==> config.mk <==
export PLATFORM = sky130hd
export DESIGN_NAME = fdr_ctrl
export DESIGN_NICKNAME = d
export VERILOG_FILES = /design/src/hdl/fdr_pkg.sv /design/src/hdl/fdr_ctrl.sv
export SDC_FILE = /design/constraint.sdc
export NUM_CORES = 1
export LEC_CHECK = 0
export ABC_AREA = 1
export ABC_CLOCK_PERIOD_IN_PS = 1100
export BUFFER_PORTS_ARGS = -buffer_cell sky130_fd_sc_hd__buf_4
export CORE_AREA = 2 2 39 41
export DETAILED_ROUTE_END_ITERATION = 10
export DIE_AREA = 0 0 41 43
export PLACE_DENSITY = 0.38
export SYNTH_ARGS = -nofsm -noshare
export SYNTH_HDL_FRONTEND = slang
export SYNTH_SLANG_ARGS = --single-unit
==> constraint.sdc <==
create_clock -name clk -period 1.1 [get_ports clk]
set_input_delay 0.33 -clock clk [delete_from_list [all_inputs] [get_ports clk]]
set_output_delay 0.33 -clock clk [all_outputs]
set_load 0.05 [all_outputs]
==> src/hdl/fdr_pkg.sv <==
// Shared types and constants for the factor dot residual unit.
// Used by the controller, the datapath, the top level and the checker.
// No other dependencies.
package fdr_pkg;

    // Default table sizes.
    localparam int NUM_USERS_DEF   = 1024;
    localparam int NUM_ITEMS_DEF   = 1024;
    localparam int MAX_FACTORS_DEF = 16;

    // Field widths fixed by the interface.
    localparam int REQ_W    = 2;
    localparam int ROW_W    = 10;
    localparam int SLOT_IN_W = 4;
    localparam int FACTOR_W = 16;
    localparam int RATING_W = 32;
    localparam int COUNT_W  = 5;
    localparam int CFG_IDX_W = 2;
    localparam int CFG_DATA_W = 32;
    localparam int PROD_W   = 32;
    localparam int ACC_W    = 48;

    // Request codes.
    localparam logic [REQ_W-1:0] REQ_USER_LOAD = 2'd0;
    localparam logic [REQ_W-1:0] REQ_ITEM_LOAD = 2'd1;
    localparam logic [REQ_W-1:0] REQ_QUERY     = 2'd2;

    // Configuration register indexes.
    localparam logic [CFG_IDX_W-1:0] CFG_GLOBAL_OFFSET  = 2'd0;
    localparam logic [CFG_IDX_W-1:0] CFG_FACTORS_IN_USE = 2'd1;

    // Configuration reset values.
    localparam logic [RATING_W-1:0] OFFSET_RESET  = '0;
    localparam logic [COUNT_W-1:0]  FACTORS_RESET = 5'd16;

    // Controller states.
    typedef enum logic [1:0] {
        ST_IDLE,
        ST_RUN,
        ST_DRAIN,
        ST_FINISH
    } state_t;

    // Commands from the controller to the datapath.
    typedef struct packed {
        logic write_user;
        logic write_item;
        logic capture;
        logic issue;
        logic finish;
    } cmd_t;

    // Status from the datapath to the controller.
    typedef struct packed {
        logic issue_done;
        logic pipe_busy;
        logic out_busy;
    } status_t;

endpackage

==> src/hdl/fdr_ctrl.sv <==
// Controller state machine for the factor dot residual unit.
// Depends on fdr_pkg for the state, command and status types.
module fdr_ctrl
(
    input  logic                          clk,
    input  logic                          rst_n,
    input  logic                          in_valid,
    input  logic [fdr_pkg::REQ_W-1:0]     req_type,
    output logic                          in_ready,
    input  fdr_pkg::status_t              status,
    output fdr_pkg::cmd_t                 cmd
);

    fdr_pkg::state_t state_reg;
    fdr_pkg::state_t state_next;
    logic            accept;

    assign accept = in_valid && in_ready;

    // State register.
    always_ff @(posedge clk or negedge rst_n)
    begin
        if (!rst_n)
        begin
            state_reg <= fdr_pkg::ST_IDLE;
        end
        else
        begin
            state_reg <= state_next;
        end
    end

    // Next state.
    always_comb
    begin
        state_next = state_reg;
        case (state_reg)
            fdr_pkg::ST_IDLE:
            begin
                if (in_valid && req_type == fdr_pkg::REQ_QUERY)
                begin
                    state_next = fdr_pkg::ST_RUN;
                end
            end
            fdr_pkg::ST_RUN:
            begin
                if (status.issue_done)
                begin
                    state_next = fdr_pkg::ST_DRAIN;
                end
            end
            fdr_pkg::ST_DRAIN:
            begin
                if (!status.pipe_busy)
                begin
                    state_next = fdr_pkg::ST_FINISH;
                end
            end
            fdr_pkg::ST_FINISH:
            begin
                if (!status.out_busy)
                begin
                    state_next = fdr_pkg::ST_IDLE;
                end
            end
            default:
            begin
                state_next = fdr_pkg::ST_IDLE;
            end
        endcase
    end

    // Outputs.
    always_comb
    begin
        in_ready = 1'b0;
        cmd      = '0;
        case (state_reg)
            fdr_pkg::ST_IDLE:
            begin
                in_ready       = 1'b1;
                cmd.write_user = accept && req_type == fdr_pkg::REQ_USER_LOAD;
                cmd.write_item = accept && req_type == fdr_pkg::REQ_ITEM_LOAD;
                cmd.capture    = accept && req_type == fdr_pkg::REQ_QUERY;
            end
            fdr_pkg::ST_RUN:
            begin
                cmd.issue = !status.issue_done;
            end
            fdr_pkg::ST_DRAIN:
            begin
                cmd = '0;
            end
            fdr_pkg::ST_FINISH:
            begin
                cmd.finish = !status.out_busy;
            end
            default:
            begin
                cmd = '0;
            end
        endcase
    end

endmodule

==> results of run 1 <==
==> cells in the mapped netlist <==
| master | number | area [µm²] |
|---|---|---|
| or2_2 | 1 | 6.26 |
| nor3_1 | 2 | 10.0 |
| dfrtp_1 | 2 | 50.1 |
| nand3_1 | 3 | 15.0 |
| ha_1 | 5 | 62.6 |
| nor2_1 | 2 | 7.51 |
| nor2_2 | 2 | 12.5 |
| nand2_2 | 2 | 12.5 |
| nand2_1 | 9 | 33.8 |
| inv_1 | 5 | 18.8 |
==> metrics by stage <==
stage	power, mW	setup slack (ns)	hold slack (ns)	area [µm²]	TNS (ns)
2_1_floorplan	0.794	-0.564	0.0344	292	-2.08
3_3_place_gp	1.07	-0.283	0.113	447	-1.71
3_5_place_dp	1.08	-0.311	0.114	447	-1.79
4_1_cts	1.38	-0.464	0.412	532	-2.84
5_1_grt	1.54	-0.508	0.426	551	-3.38
6_report	1.42	-0.449	0.430	551	-2.86
==> layer usage <==
layer,vias to the layer above,wire (µm),GRT usage
met1,133,249,0.104
li1,149,-,-
met4,0,0,0.0800
met5,-,0,0
met3,0,4,0.0471
met2,3,445,0.175
==> how the worst min path moves through the flow <==
| stage | to | slack [ns] | cells past startpoint |
|---|---|---|---|
| final | state_reg[1]$_DFFE_PN0P_ | 0.43 | 2 |
| after global placement | state_reg[0]$_DFFE_PN0P_ | 0.11 | 1 |
| after floorplan | state_reg[0]$_DFFE_PN0P_ | 0.03 | 0 |
| after CTS | state_reg[1]$_DFFE_PN0P_ | 0.41 | 2 |
| after global routing | state_reg[1]$_DFFE_PN0P_ | 0.43 | 2 |
| after detailed placement | state_reg[0]$_DFFE_PN0P_ | 0.11 | 1 |
==> final cells by class <==
type,count,area (µm²)
clock buffers,3,22.5
multi-input cells,26,245
inverters,5,18.8
fillers,137,833
repair buffers,21,194
well taps,16,20.0
flip-flops and latches,2,50.0
==> where the power goes <==
group | switching, mW | internal, mW
sequential | 0.0229 | 0.115
clock | 0.0387 | 0.120
combinational | 0.624 | 0.500
total | 0.685 | 0.736
==> worst max-delay path: cells and delay by family (launching register included) <==
kind | cells | cell delay (ns)
flip-flops | 1 | 0.37
AND/OR/NAND/NOR | 2 | 0.21
buffers and inverters | 2 | 0.27
adder cells (fa/ha/maj) | 1 | 0.14
==> cell families after synthesis <==
| logic type | count (synthesis) |
|---|---|
| DFF | 2 |
| and+or+nand+nor | 21 |
| buffers and inverters | 5 |
| adders and majority gates | 5 |
==> timing repair <==
action / in CTS / in global routing
gates resized for setup: 15 / 1
pin swaps: 3 / 3
hold endpoints to repair: 2 / 0
buffers inserted: 1 / 3
hold buffers: 1 / 0
cloned: 0 / 0
setup endpoints to repair: 8 / 8
==> impl_metrics.ini, run 1 <==
[status]
status = finished, violations left
violations = negative setup slack

[synthesis]
synth_nets = 46
yosys.area_share.adder = 0.273
syn_area_um2 = 229
synth.avg_cell_area_um2 = 6.94
ys_seq_area_frac = 0.219
synth_simple_gate_area_frac = 0.426
postSynthCellCount = 33
synth_compound_gate_area_share = 0
synth-xor-area-share = 0
synth_cell_types = 10
synth_seq_cells = 2
synthMuxAreaShare = 0
synth_warnings = 0
synth_top_family_by_area = simple AND/OR/NAND/NOR gates

[floorplanning]
initial_utilization = 0.165
row_count = 14
die_area_um2 = 1760
ios = 14
die_x_um = 41
die_h_um = 43
core-area_um2 = 1380

[flow_run]
max_cap_violations = 0

[grt]
grt_antenna_before_repair = 0
overflow = 0
grt_pass1_wl_um = 1200
grt_start_max_net_pins = 5
grt_pass1_vias = 284
track_usage = 0.110

[finish]
instances_no_fill = 73
mostFrequentLayoutCell = buf_4
layout_common_cells = buf_4 (14), nand2_1 (7), inv_2 (4), nor2_4 (4)
utilization = 0.398
drive_above_1_share = 0.719
diodes = 0
nNetsFinal = 72
largest_reg_flops = 2
area_growth_pct = 140

[worst_setup_path]
crit_required_ns = 0.77
cp_slowest_stage_delay_ns = 0.37
timing.rr.end = state_reg[0]$_DFFE_PN0P_
rr_worst_depth = 9
reg2reg_slack_ns = -0.24
endpoint = cmd[4]
r2r_start = state_reg[0]$_DFFE_PN0P_
critPathKind = register to output port
path_cells = inv_2 -> ha_4 -> nand2_4 -> nor3_4 -> buf_6
endpoint_kind = output port
worstPathArrival_ns = 1.22
crit_start = state_reg[1]$_DFFE_PN0P_
start_kind = register
critPathSlowestCell = dfrtp_1
cp_max_fo = 3

[place]
dp_cells = 67
routabilityCongestion = 0.721
hpwl_um = 553
port_buffers = 13

[route]
wl_per_cell_um = 9.58
postRouteAntennaNets = 0
vias = 285
firstDrtPassIters = 1
drt_iter0_markers = 0
route.detailed.drc = 0
drt_wl_total_um = 699
via_per_inst = 3.90

[timing]
final_critical_path_setup_slack_ns = -0.449
setup_viol = 8
rsz0062_at_grt = true
max_slew.worst_pin.slew_ns = 0.149
slew_headroom = 0.901
hold_viol = 0
min_period_ns = 1.55
fin_worst_skew_ns = 0.00183
finalCritPeriodShare = 1.41
max_freq_ghz = 0.645
maxSlewViolCount = 0

[clock_tree]
htreeDepth = 1
cts_sinks = 2
cts_buffers = 3
clock_path_buffers = 2
cts_tree = yes
clockRootBuffer = clkbuf_4
insertion_delay_ns = 0.22
cts.reportedPaths.clkPinSlew_ns = 0.03

[pwr]
irDropWorstVdd_v = 0.00114
p_leak_nw = 0.269
power.density_nw_per_um2 = 2580

[worst_hold_path]
hp-class = input port to async pin
No activity file was read; power rests on OpenSTA's default activity.
==> inputs of run 2 (changes only) <==
ABC_CLOCK_PERIOD_IN_PS = 1800   (was 1100)
PLACE_DENSITY = 0.37   (was 0.38)
clock period = 1.8 ns   (was 1.1 ns; I/O delays follow)
==> run 2 against run 1 <==
- the run now ends clean
- first-iteration DRC count up 1
- largest cell class unchanged
- cell count down 4.1%
- largest power group unchanged
- cell area down 13%
- utilization down 5.2 points
- critical path type unchanged
==> impl_metrics.ini, run 2 (same netlist as run 1, synthesis figures left out) <==
[timing]
hold_viol = 0
slew_headroom = 0.887
setup_viol = 0
min_period_ns = 1.76
fin_worst_skew_ns = 0.00539
rsz0062_at_grt = true
maxSlewViolCount = 0
max_freq_ghz = 0.567
finalCritPeriodShare = 0.979
max_slew.worst_pin.slew_ns = 0.169

[finish]
fin_area_um2 = 478
area_growth_pct = 109
nNetsFinal = 69
drive_above_1_share = 0.630
nFillCells = 138
layout_common_cells = buf_4 (13), nand2_1 (8), buf_6 (5), ha_1 (4)
mostFrequentLayoutCell = buf_4
largest_reg_flops = 2
diodes = 0

[clock_tree]
clock_path_buffers = 2
cts.reportedPaths.clkPinSlew_ns = 0.03
cts_sinks = 2
cts_buffers = 3
htreeDepth = 1
clockRootBuffer = clkbuf_4
postCtsHoldBufs = 0
insertion_delay_ns = 0.22
cts_tree = yes

[route]
wl_per_cell_um = 9.06
route.detailed.drc = 0
via_per_inst = 4.01
vias = 281
drt_iter0_markers = 1
firstDrtPassIters = 2
drt_wl_total_um = 634
postRouteAntennaNets = 0

[status]
status = complete, no violations

[place]
routabilityCongestion = 0.765
placed_cell_area_um2 = 397
hpwl_um = 498
port_buffers = 13

[grt]
overflow = 0
grt_start_max_net_pins = 5
grt_pass1_vias = 274
track_usage = 0.0924
grt_pass1_wl_um = 1040
grt_antenna_before_repair = 0

[pwr]
p_leak_nw = 0.251
p_int_mw = 0.387
p_total_mw = 0.765
power_frac_comb = 0.760
p_switching_mw = 0.378
clockPowerShare = 0.129
power.density_nw_per_um2 = 1600
switching_share = 0.494
irDropWorstVdd_v = 0.000687
power_frac_seq = 0.111

[floorplanning]
row_count = 14
ios = 14
die_x_um = 41
die_h_um = 43
die_area_um2 = 1760
core-area_um2 = 1380
initial_utilization = 0.165

[worst_hold_path]
hp-class = input port to async pin

[worst_setup_path]
crit_start = state_reg[1]$_DFFE_PN0P_
r2r_start = state_reg[0]$_DFFE_PN0P_
endpoint_kind = output port
critPathKind = register to output port
reg2reg_slack_ns = 0.46
worstPathArrival_ns = 1.22
cp_max_fo = 3
endpoint = cmd[4]
crit_required_ns = 1.26
start_kind = register
timing.rr.end = state_reg[0]$_DFFE_PN0P_
rr_worst_depth = 9

[flow_run]
max_cap_violations = 0
[run 2: changes by cell type in the layout (fill, tap and decap cells not counted), sizes merged]
cell	change
buf	-2
dlygate4sd3	-1
[run 2: what timing repair did]
item,4_1_cts,5_1_grt
gates resized for setup,2,4
pin swaps,2,0
cloned,0,0
buffers inserted,4,1
endpoints found under the setup margin,4,5
[run 2: critical path, stage by stage, from the launching register on]
cell     delay (ns)
dfrtp_1        0.38
inv_2          0.09
ha_4           0.15
nand2_4        0.08
nor3_4         0.13
buf_6          0.18
[run 2: final cells by class]
cell class	instances	area, µm²	area share
Multi-Input combinational cell	26	213	0.445
Clock buffer	3	22.5	0.0471
Inverter	5	18.8	0.0393
Sequential cell	2	50.0	0.105
Tap cell	16	20.0	0.0419
Timing Repair Buffer	18	154	0.322
[run 2: how the worst min path moves through the flow]
stage / slack, ns / to
final: 0.09 / state_reg[1]$_DFFE_PN0P_
after global routing: 0.08 / state_reg[1]$_DFFE_PN0P_
after CTS: 0.08 / state_reg[1]$_DFFE_PN0P_
after detailed placement: 0.32 / state_reg[1]$_DFFE_PN0P_
after global placement: 0.32 / state_reg[1]$_DFFE_PN0P_
after floorplan: 0.24 / state_reg[0]$_DFFE_PN0P_
[run 2: power groups by stage]
stage,Combinational [mW],Sequential [mW],Clock [mW]
2_1_floorplan,0.379,0.0934,0
3_3_place_gp,0.469,0.0977,0
3_5_place_dp,0.474,0.0981,0
4_1_cts,0.555,0.0853,0.104
5_1_grt,0.636,0.0889,0.106
6_report,0.581,0.0849,0.0986
[run 2: stage by stage]
step | setup TNS [ns] | hold WS, ns | setup WS [ns] | cells | utilization
floorplan | -0.0817 | 0.244 | -0.0742 | 33 | -
global placement | 0 | 0.323 | 0.113 | 62 | 0.287
detailed placement | 0 | 0.324 | 0.103 | 62 | 0.287
CTS | 0 | 0.0832 | 0.0126 | 69 | 0.330
global route | -0.0490 | 0.0849 | -0.0276 | 70 | 0.345
finish | 0 | 0.0920 | 0.0377 | 70 | 0.345
[run 2: layer usage]
metal	wire (µm)	global-route usage	up-vias
met1	227	0.0836	133
met4	0	0.0800	0
met2	401	0.150	2
met5	0	0	-
li1	-	-	146
met3	5	0.0314	0
==> inputs of run 3 (changes only) <==
ABC_AREA = 0   (was 1)
PLACE_DENSITY = 0.35   (was 0.37)
SLEW_MARGIN = 0   (was unset)
==> run 3 against run 2 <==
- the flow now finishes with violations (negative setup slack)
- maximum frequency fell by 4.1%
- clock skew down 0.0051 ns
- die area did not move
- setup slack worse by 0.075 ns
- highest routed layer unchanged
- synthesized area decreased by 8.2%
- combinational power grew 7.2%
- sequential share of layout area is 0.45 points lower
- sequential power is 5.2% higher
- utilization up 1.5 points
- critical endpoint is now cmd[2]
==> impl_metrics.ini, run 3 <==
[finish]
diodes = 0
mostFrequentLayoutCell = buf_4
nNetsFinal = 59
utilization = 0.361
drive_above_1_share = 0.795
nFillCells = 147
largest_reg_flops = 2
layout_common_cells = buf_4 (14), buf_6 (5), ha_1 (3), clkbuf_4 (3)
area_growth_pct = 137

[worst_hold_path]
hp-class = input port to async pin

[clock_tree]
clock_path_buffers = 2
cts_sinks = 2
cts_buffers = 3
clockRootBuffer = clkbuf_4
cts_tree = yes
insertion_delay_ns = 0.22
cts.reportedPaths.clkPinSlew_ns = 0.03
htreeDepth = 1

[worst_setup_path]
reg2reg_slack_ns = 0.10
start_kind = register
crit_start = state_reg[0]$_DFFE_PN0P_
worstPathArrival_ns = 1.30
cp_max_fo = 3
cp.depth = 5
path_buf_inv = 2
critPathKind = register to output port
critPathSlowestCell = dfrtp_1
cp_slowest_stage_delay_ns = 0.38
rr_worst_depth = 6
path_cells = inv_2 -> ha_4 -> nand2_4 -> nor3b_4 -> buf_6
timing.rr.end = state_reg[1]$_DFFE_PN0P_
crit_required_ns = 1.26
cp_top_family = flip-flops
endpoint = cmd[2]
endpoint_kind = output port
r2r_start = state_reg[0]$_DFFE_PN0P_

[floorplanning]
core-area_um2 = 1380
ios = 14
die_area_um2 = 1760
initial_utilization = 0.152
die_x_um = 41
row_count = 14
die_h_um = 43

[timing]
finalCritPeriodShare = 1.02
max_slew.worst_pin.slew_ns = 0.284
hold_viol = 0
slew_headroom = 0.810
final_critical_path_setup_slack_ns = -0.0374
whs_ns = 0.0915
rsz0062_at_grt = true
min_period_ns = 1.84
maxSlewViolCount = 0
max_freq_ghz = 0.544
setup_viol = 2
fin_worst_skew_ns = 0.000288

[pwr]
irDropWorstVdd_v = 0.000740
p_leak_nw = 0.246
power.density_nw_per_um2 = 1630

[route]
via_per_inst = 4.17
vias = 250
firstDrtPassIters = 2
drt_iter0_markers = 2
wl_per_cell_um = 10.6
drt_wl_total_um = 635
route.detailed.drc = 0
postRouteAntennaNets = 0

[synthesis]
synth_cell_types = 13
ys_seq_area_frac = 0.238
yosys.cell_count.top_type = ha_1
postSynthCellCount = 21
synth_nets = 34
synth_edf_count = 0
synth_seq_cells = 2
async_flop_share = 1.00
synth_warnings = 0
synth_common_cells = ha_1 (5), dfrtp_1 (2), inv_1 (2), nor2b_1 (2), nor3b_1 (2)
synth_area_leaders = ha_1 (30%), dfrtp_1 (24%), nor3b_1 (7.1%), a211oi_2 (6.0%), nor2b_1 (6.0%)
synth_top_area_frac = 0.298
synth_ff_type = dfrtp_1
syn_area_um2 = 210
yosysTopAreaCell = ha_1
synth.avg_cell_area_um2 = 10.0

[grt]
grt_start_max_net_pins = 5
grt_pass1_wl_um = 1150
track_usage = 0.100
grt_antenna_before_repair = 0
overflow = 0
grt_pass1_vias = 284

[place]
port_buffers = 13
place_ws_ns = 0.0806
routabilityCongestion = 0.764

[status]
violations = negative setup slack
status = finished, violations left

[flow_run]
max_cap_violations = 0
## run 3: logic make-up after synthesis
family | Yosys count | share of synthesized area
mux | 2 | 0.101
fa+ha+maj | 5 | 0.298
buf+inv | 2 | 0.0357
simple gates | 8 | 0.226
compound gates | 2 | 0.101
flops | 2 | 0.238
## run 3: routing by layer
metal | wire length, µm | global-route usage | part of all wire
met3 | 55 | 0.0314 | 0.087
met4 | 0 | 0.0800 | 0
met2 | 359 | 0.163 | 0.57
met5 | 0 | 0 | 0
met1 | 220 | 0.0965 | 0.35
## run 3: cell type report
| type | instances | area [µm²] | share of cell area |
|---|---|---|---|
| Tap cell | 16 | 20.0 | 0.0401 |
| Multi-Input combinational cell | 17 | 223 | 0.446 |
| Timing Repair Buffer | 20 | 176 | 0.353 |
| Clock buffer | 3 | 22.5 | 0.0451 |
| Inverter | 2 | 7.51 | 0.0150 |
| Sequential cell | 2 | 50.0 | 0.100 |
## run 3: timing repair
| item | 4_1_cts | 5_1_grt |
|---|---|---|
| buffers inserted | 6 | 1 |
| resized for setup | 5 | 6 |
| hold buffers | 0 | 0 |
| cloned | 0 | 0 |
| endpoints found under the setup margin | 4 | 6 |
| pin swaps | 3 | 2 |
## run 3: per-stage QoR
| stage | instances | setup TNS (ns) | instance area (µm²) | power [mW] |
|---|---|---|---|---|
| final | 60 | -0.0614 | 499 | 0.811 |
| after global routing | 60 | -0.326 | 499 | 0.891 |
| after CTS | 59 | -0.0607 | 472 | 0.758 |
| after detailed placement | 50 | 0 | 384 | 0.536 |
| after global placement | 50 | 0 | 384 | 0.528 |
| after floorplan | 21 | -0.172 | 267 | 0.436 |
## run 3: how the worst min path moves through the flow
stage / startpoint / endpoint / cells past startpoint
3_3_place_gp: rst_n / state_reg[1]$_DFFE_PN0P_ / 1
6_report: rst_n / state_reg[0]$_DFFE_PN0P_ / 1
2_1_floorplan: rst_n / state_reg[0]$_DFFE_PN0P_ / 0
5_1_grt: rst_n / state_reg[0]$_DFFE_PN0P_ / 1
3_5_place_dp: rst_n / state_reg[1]$_DFFE_PN0P_ / 1
4_1_cts: rst_n / state_reg[0]$_DFFE_PN0P_ / 1
## run 3: where the power goes
group          switching, mW  internal, mW
Sequential            0.0176        0.0717
Combinational          0.304         0.319
Clock                 0.0258        0.0736
Total                  0.348         0.464
